`src/rtl/icmp_echo_reply_checker_core_macros.svh`:
```
// Assertion macros shared by the checker RTL.
`ifndef ICMP_ECHO_REPLY_CHECKER_CORE_MACROS_SVH
`define ICMP_ECHO_REPLY_CHECKER_CORE_MACROS_SVH

// Same-cycle implication, disabled while reset is asserted.
`define CHK_ASSERT_IMP(label, clk, rst_n, ante, cons) \
    label: assert property (@(posedge clk) disable iff (!rst_n) (ante) |-> (cons)) \
        else $error("same-cycle check failed");

// Next-cycle implication, disabled while reset is asserted.
`define CHK_ASSERT_NXT(label, clk, rst_n, ante, cons) \
    label: assert property (@(posedge clk) disable iff (!rst_n) (ante) |=> (cons)) \
        else $error("next-cycle check failed");

`endif

```
`src/rtl/icmp_chk_pkg.sv`:
```
// Package with request/response types and status codes of the ICMP echo reply checker.
`timescale 1ns / 1ps

package icmp_chk_pkg;

    // Status codes reported with every response.
    localparam logic [1:0] ST_OK       = 2'd0;
    localparam logic [1:0] ST_TYPE_BAD = 2'd1;
    localparam logic [1:0] ST_CSUM_BAD = 2'd2;
    localparam logic [1:0] ST_LEN_BAD  = 2'd3;

    // One received packet byte.
    typedef struct packed {
        logic [7:0] rx_byte;
        logic       final_byte;
    } chk_req_t;

    // One parsed echo reply with its status.
    typedef struct packed {
        logic [1:0]  status;
        logic [7:0]  reply_code;
        logic [15:0] echo_ident;
        logic [15:0] echo_sequence;
        logic [31:0] echo_payload;
    } chk_rsp_t;

endpackage

```
`src/rtl/icmp_echo_reply_checker_core.sv`:
```
// Top level of the ICMP echo reply checker: byte parser, checksum and response register.
//
// Usage:
//   The request channel (req_valid, req_stall, req_data) carries one packet byte
//   per request; final_byte marks the last byte of a packet. When the
//   ip_header_present register is 1, the first byte's low nibble N makes the
//   block drop (4*N-1) mod 256 further bytes before the 12-byte echo reply.
//   The response channel (rsp_valid, rsp_stall, rsp_data) gives one response per
//   packet, on its final byte, with the parsed fields and a status code.
//   The configuration channel (cfg_valid, cfg_ready, cfg_data) writes
//   ip_header_present; it is always ready. The user must write it only while
//   idle; the block does not enforce this. A final byte waits in the input
//   register, and its response is registered once the response register is
//   free. One byte per cycle, while req_stall is low, enters the single input
//   register feeding the parse and checksum logic. Reset clears the parse state
//   and both valid flags and sets ip_header_present to 1. While a response
//   waits under rsp_stall, non-final bytes still flow; a final byte waits in the
//   input register and then req_stall rises until the response register frees.
`timescale 1ns / 1ps
`include "icmp_echo_reply_checker_core_macros.svh"

module icmp_echo_reply_checker_core
    import icmp_chk_pkg::*;
(
    input  logic     clk,
    input  logic     rst_n,
    input  logic     req_valid,
    output logic     req_stall,
    input  chk_req_t req_data,
    output logic     rsp_valid,
    input  logic     rsp_stall,
    output chk_rsp_t rsp_data,
    input  logic     cfg_valid,
    output logic     cfg_ready,
    input  logic     cfg_data
);

    localparam logic [8:0] POS_MAX = 9'h1FF;

    // ICMP byte offsets of each field.
    localparam logic [8:0] OFF_TYPE      = 9'd0;
    localparam logic [8:0] OFF_CODE      = 9'd1;
    localparam logic [8:0] OFF_CSUM_END  = 9'd3;
    localparam logic [8:0] OFF_IDENT_END = 9'd5;
    localparam logic [8:0] OFF_SEQ_END   = 9'd7;
    localparam logic [8:0] OFF_LAST      = 9'd11;

    // Configuration and input stage registers.
    logic     hdr_reg;
    logic     s1_valid_reg;
    chk_req_t s1_req_reg;

    // Per-packet parse state.
    logic [8:0]  pos_reg,   pos_next;
    logic [7:0]  skip_reg,  skip_next;
    logic        tbad_reg,  tbad_next;
    logic [7:0]  code_reg,  code_next;
    logic [15:0] csum_reg,  csum_next;
    logic [15:0] ident_reg, ident_next;
    logic [15:0] seq_reg,   seq_next;
    logic [31:0] pay_reg,   pay_next;

    // Response register.
    logic     rsp_valid_reg;
    chk_rsp_t rsp_reg, rsp_next;

    logic        out_free;
    logic        s1_fire;
    logic        s1_fire_final;
    logic        is_icmp;
    logic [8:0]  off;
    logic [18:0] sum_raw;
    logic [16:0] sum_fold;
    logic [15:0] sum_wrap;
    logic [15:0] csum_expected;

    // Handshake: non-final bytes always proceed, a final byte needs a free response slot.
    assign out_free      = !rsp_valid_reg || !rsp_stall;
    assign s1_fire       = s1_valid_reg && (!s1_req_reg.final_byte || out_free);
    assign s1_fire_final = s1_fire && s1_req_reg.final_byte;
    assign req_stall     = s1_valid_reg && !s1_fire;
    assign cfg_ready     = 1'b1;
    assign rsp_valid     = rsp_valid_reg;
    assign rsp_data      = rsp_reg;

    // Byte parser: header skip, then field assembly by ICMP offset.
    always_comb
    begin
        pos_next   = pos_reg;
        skip_next  = skip_reg;
        tbad_next  = tbad_reg;
        code_next  = code_reg;
        csum_next  = csum_reg;
        ident_next = ident_reg;
        seq_next   = seq_reg;
        pay_next   = pay_reg;
        is_icmp    = 1'b0;
        off        = '0;
        if (skip_reg != 8'd0)
        begin
            skip_next = skip_reg - 8'd1;
        end
        else if (hdr_reg && (pos_reg == 9'd0))
        begin
            skip_next = {2'b00, s1_req_reg.rx_byte[3:0], 2'b00} - 8'd1;
            pos_next  = 9'd1;
        end
        else
        begin
            is_icmp = 1'b1;
            off     = pos_reg - {8'd0, hdr_reg};
            if (off == OFF_TYPE)
            begin
                tbad_next = (s1_req_reg.rx_byte != 8'd0);
            end
            else if (off == OFF_CODE)
            begin
                code_next = s1_req_reg.rx_byte;
            end
            else if (off <= OFF_CSUM_END)
            begin
                csum_next = {csum_reg[7:0], s1_req_reg.rx_byte};
            end
            else if (off <= OFF_IDENT_END)
            begin
                ident_next = {ident_reg[7:0], s1_req_reg.rx_byte};
            end
            else if (off <= OFF_SEQ_END)
            begin
                seq_next = {seq_reg[7:0], s1_req_reg.rx_byte};
            end
            else if (off <= OFF_LAST)
            begin
                pay_next = {pay_reg[23:0], s1_req_reg.rx_byte};
            end
            if (pos_reg != POS_MAX)
            begin
                pos_next = pos_reg + 9'd1;
            end
        end
    end

    // Ones' complement checksum over the assembled words, folded twice.
    always_comb
    begin
        sum_raw       = {11'd0, code_next} + {3'd0, ident_next} + {3'd0, seq_next}
                      + {3'd0, pay_next[31:16]} + {3'd0, pay_next[15:0]};
        sum_fold      = {14'd0, sum_raw[18:16]} + {1'b0, sum_raw[15:0]};
        sum_wrap      = sum_fold[15:0] + {15'd0, sum_fold[16]};
        csum_expected = ~sum_wrap;
    end

    // Response fields and status, by priority.
    always_comb
    begin
        rsp_next.reply_code    = code_next;
        rsp_next.echo_ident    = ident_next;
        rsp_next.echo_sequence = seq_next;
        rsp_next.echo_payload  = pay_next;
        priority if (tbad_next)
        begin
            rsp_next.status = ST_TYPE_BAD;
        end
        else if (!(is_icmp && (off == OFF_LAST)))
        begin
            rsp_next.status = ST_LEN_BAD;
        end
        else if (csum_expected != csum_next)
        begin
            rsp_next.status = ST_CSUM_BAD;
        end
        else
        begin
            rsp_next.status = ST_OK;
        end
    end

    // Configuration register.
    always_ff @(posedge clk or negedge rst_n)
    begin
        if (!rst_n)
        begin
            hdr_reg <= 1'b1;
        end
        else if (cfg_valid && cfg_ready)
        begin
            hdr_reg <= cfg_data;
        end
    end

    // Input stage: takes a request whenever the held one moves on or none is held.
    always_ff @(posedge clk or negedge rst_n)
    begin
        if (!rst_n)
        begin
            s1_valid_reg <= 1'b0;
        end
        else if (!req_stall)
        begin
            s1_valid_reg <= req_valid;
        end
    end

    always_ff @(posedge clk)
    begin
        if (req_valid && !req_stall)
        begin
            s1_req_reg <= req_data;
        end
    end

    // Parse state: updated per byte, cleared after a final byte.
    always_ff @(posedge clk or negedge rst_n)
    begin
        if (!rst_n)
        begin
            pos_reg   <= '0;
            skip_reg  <= '0;
            tbad_reg  <= 1'b0;
            code_reg  <= '0;
            csum_reg  <= '0;
            ident_reg <= '0;
            seq_reg   <= '0;
            pay_reg   <= '0;
        end
        else if (s1_fire_final)
        begin
            pos_reg   <= '0;
            skip_reg  <= '0;
            tbad_reg  <= 1'b0;
            code_reg  <= '0;
            csum_reg  <= '0;
            ident_reg <= '0;
            seq_reg   <= '0;
            pay_reg   <= '0;
        end
        else if (s1_fire)
        begin
            pos_reg   <= pos_next;
            skip_reg  <= skip_next;
            tbad_reg  <= tbad_next;
            code_reg  <= code_next;
            csum_reg  <= csum_next;
            ident_reg <= ident_next;
            seq_reg   <= seq_next;
            pay_reg   <= pay_next;
        end
    end

    // Response register: loaded on a final byte, released when taken.
    always_ff @(posedge clk or negedge rst_n)
    begin
        if (!rst_n)
        begin
            rsp_valid_reg <= 1'b0;
        end
        else if (s1_fire_final)
        begin
            rsp_valid_reg <= 1'b1;
        end
        else if (!rsp_stall)
        begin
            rsp_valid_reg <= 1'b0;
        end
    end

    always_ff @(posedge clk)
    begin
        if (s1_fire_final)
        begin
            rsp_reg <= rsp_next;
        end
    end

    // Assertions on the parser and response path.
    `CHK_ASSERT_IMP(a_nonfinal_flows, clk, rst_n,
        s1_valid_reg && !s1_req_reg.final_byte, s1_fire)
    `CHK_ASSERT_NXT(a_final_clears, clk, rst_n,
        s1_fire_final, rsp_valid_reg && (pos_reg == 9'd0) && (skip_reg == 8'd0))
    `CHK_ASSERT_NXT(a_skip_counts, clk, rst_n,
        s1_fire && !s1_req_reg.final_byte && (skip_reg != 8'd0),
        skip_reg == $past(skip_reg) - 8'd1)
    `CHK_ASSERT_NXT(a_type_first, clk, rst_n,
        s1_fire_final && tbad_next, rsp_reg.status == ST_TYPE_BAD)

endmodule

```
`config.mk`:
```
export PLATFORM = sky130hd
export DESIGN_NAME = icmp_echo_reply_checker_core
export DESIGN_NICKNAME = d
export VERILOG_FILES = /design/src/rtl/icmp_chk_pkg.sv /design/src/rtl/icmp_echo_reply_checker_core.sv
export VERILOG_INCLUDE_DIRS = /design/src /design/src/rtl
export SDC_FILE = /design/constraint.sdc
export NUM_CORES = 1
export LEC_CHECK = 0
export BUFFER_PORTS_ARGS = -buffer_cell sky130_fd_sc_hd__buf_2
export CAP_MARGIN = 40
export CORE_ASPECT_RATIO = 0.6
export CORE_UTILIZATION = 60
export CTS_CLUSTER_SIZE = 28
export DETAILED_ROUTE_END_ITERATION = 8
export PLACE_DENSITY_LB_ADDON = 0.2
export SKIP_CTS_REPAIR_TIMING = 1
export SLEW_MARGIN = 5
export SYNTH_ARGS = -nofsm -noshare
export SYNTH_HDL_FRONTEND = slang
export SYNTH_SLANG_ARGS = --single-unit
export TNS_END_PERCENT = 50
```
`constraint.sdc`:
```
create_clock -name clk -period 21.6 [get_ports clk]
set_input_delay 1.08 -clock clk [delete_from_list [all_inputs] [get_ports clk]]
set_output_delay 1.08 -clock clk [all_outputs]
set_load 0.05 [all_outputs]
```
==> key figures <==
Place
  – Total placed cells including tap cells: 1,358
  – Final GP Congestion: 0.9440
  – Pre-CTS setup slack: 9658 ps
  – Post-DP HPWL: 21,290 um
  – Port Buffer Count: 90
  – Area of placed instances: 12,020 sq um

Logic synthesis
  – Netlist cell types: 65
  – Synth top area share: 0.2403
  – Post-synthesis sequential area ratio: 0.4643
  – Ys async rst share: 0.5677
  – Post-synthesis cell area: 11,250 sq um
  – Post-synthesis cell count: 1,057
  – Synth area leader: dfrtp_1
  – Post-synth EDFFs: 83
  – Syn Nets: 1,151
  – #FFs+latches synth: 192
  – Synth warn: 0
  – Avg Cell Area, Syn: 10.64 sq um
  – Synth top area cells: dfrtp_1, edfxtp_1, fa_1
  – Most used DFF post-synth: dfrtp_1

Critical path
  – CP startpoint kind: flip-flop
  – Crit Path Max Fanout: 16
  – Critical Path Sink Type: flip-flop
  – Worst EP arrival: 12,570 ps
  – Setup Crit Path Kind: reg -> reg
  – Slowest CP cell: fa_1
  – CP required: 21,790 ps
  – Slowest stage delay, CP: 530 ps

CTS
  – Root Buffer: clkbuf_16
  – Clock Path Buffers: 2
  – CTS tree: built
  – Worst-skew pair later-pin latency: 450 ps
  – Reg clk slew, reported paths: 70 ps
  – Level count of the clock H-tree: 4
  – Num Clock Sinks: 192
  – CTS buffer count: 17

Route
  – Via-to-Cell Ratio: 6.117
  – DR vias: 8,502
  – Antenna Nets Post-Route: 0
  – DR iter-0 viols: 856
  – WL final: 29,180 um
  – TritonRoute pass-1 iters: 5
  – Avg WL per Cell: 20.99 um
  – DRC: 0

Timing
  – Endpoints failing setup: 0
  – RSZ-0062 raised after global routing: false
  – Fmax: 80.76 MHz
  – Final WS setup: 9217 ps
  – Count of pins over their slew limit: 0
  – Relative slew slack: 0.3811
  – Worst Tran Pin Value: 902.5 ps
  – TNS Setup: 0 ps
  – Final-report hold violation count: 0
  – Clock Skew: 11.27 ps
  – Tmin final: 12,380 ps
  – Tcrit/Tclk final: 0.5733

Layout
  – Post-route cell area: 12,570 sq um
  – Net count reported at finish: 1,231
  – Most common cell after layout, fill and taps aside: dfrtp_1
  – Most frequent cells in the layout: dfrtp_1, inv_1, o21ai_0, buf_2, nand2_1
  – ANT cells: 0
  – Area Growth Syn to Fin: 11.74%
  – Final Core Density: 0.6901
  – Share of layout cells above drive strength 1: 0.1652
  – Layout Cells excl Fill: 1,390
  – Max reg flops: 74

Min path
  – Worst Hold Class: reg -> reg

GRT
  – GR Util All Layers: 0.3241
  – First-pass GRT wire length: 45,850 um
  – Vias in the first global route: 8,029
  – Pin count of the biggest net entering global routing: 70
  – Gr ovfl total: 0
  – Initial antenna violation count: 1

Floorplanning
  – Die ar.: 19,310 sq um
  – Initial Util: 0.6176
  – Site row count: 38
  – Core area: 18,210 sq um
  – Vert. Die Dim: 108.0 um
  – Num ports: 92
  – Chip Width: 178.7 um

Power and ir drop
  – NetSw: 0.0003090 W
  – Sequential Power Share: 0.467
  – Peak supply drop: 60.59 uV
  – Comb power frac: 0.211
  – Switching Fraction: 0.3303
  – PD cells: 74.47 nW/um^2
  – Internal Power: 0.0006267 W
  – Leak Pwr: 5.936 nW
  – Clock power frac: 0.322

Run
  – Max Cap Viol: 0

Outcome
  – Status: complete, no violations
-- worst max-delay path: cells and delay by family (launching register included) --
kind            cells  cell delay [ps]
xor+xnor            3              490
fa+ha+maj          10             3660
simple gates       19             4140
mux                 1              420
flops               1              410
compound gates     11             2480
buf+inv             4              500
-- power groups by stage --
stage	registers [W]	clock network, W	logic [W]
3_5_place_dp	0.000442	0	0.000194
5_1_grt	0.000440	0.000319	0.000216
2_1_floorplan	0.000453	0	0.000127
4_1_cts	0.000435	0.000305	0.000195
3_3_place_gp	0.000441	0	0.000186
6_report	0.000437	0.000301	0.000198
-- cell type report --
type / count / area [sq um]
clock inverters: 12 / 98.84
multi-input cells: 721 / 5503
clock buffers: 20 / 446.7
inverters: 101 / 380.4
well taps: 240 / 300.3
flip-flops and latches: 192 / 5221
repair buffers: 104 / 615.6
fillers: 1359 / 5644
-- logic make-up after synthesis --
kind of cell             after synthesis  synth area share
AO/OA/AOI/OAI                        245            0.1375
XOR/XNOR                              47           0.03727
adder cells (fa/ha/maj)               80            0.1155
buffers and inverters                144           0.04884
flip-flops                           192            0.4643
multiplexers                          77           0.07276
other                                  1         0.0003335
AND/OR/NAND/NOR                      271            0.1235
-- synthesized netlist by cell type (6+ instances only) --
master / n
and2_1: 6
edfxtp_1: 83
o31ai_1: 6
or4_1: 6
a31oi_1: 8
nor2b_1: 30
nand2b_1: 6
nand4_1: 13
mux2_2: 38
nor3_1: 15
fa_1: 40
a21o_1: 9
inv_1: 101
nor3b_1: 6
and3_1: 8
nand3_1: 16
a22o_1: 40
nor2_1: 51
mux2i_1: 39
nand2_1: 88
ha_1: 39
xor2_1: 10
dfrtp_1: 108
xnor2_1: 36
a211oi_1: 7
o21ai_0: 92
a21oi_1: 52
clkbuf_1: 38
-- worst paths after layout --
check,start,to,slack (ps),depth (start not counted)
worst max-delay path,pos_reg[0],rsp_data[73],9220,48
worst min-delay path,csum_reg[14],csum_reg[14],480,2
worst max register to register,pos_reg[0],rsp_data[73],9220,48
worst min register to register,csum_reg[14],csum_reg[14],480,2
max in group asynchronous,rst_n,pay_reg[28],20030,3
min in group asynchronous,rst_n,rsp_valid,590,1
-- metal layers --
layer,global-route usage,up-vias,part of all wire
li1,-,3888,-
met1,0.4965,4188,0.46
met2,0.4394,401,0.41
met3,0.1086,25,0.11
met4,0.07446,0,0.0095
met5,0,-,0
-- per-stage QoR --
stage	hold WS, ps	power, W
3_3_place_gp	455.1	0.0006271
6_report	476.3	0.0009357
5_1_grt	495.2	0.0009758
3_5_place_dp	464.3	0.0006365
4_1_cts	479.7	0.0009359
2_1_floorplan	442.2	0.0005795
Power figures use the tool's default switching activity.
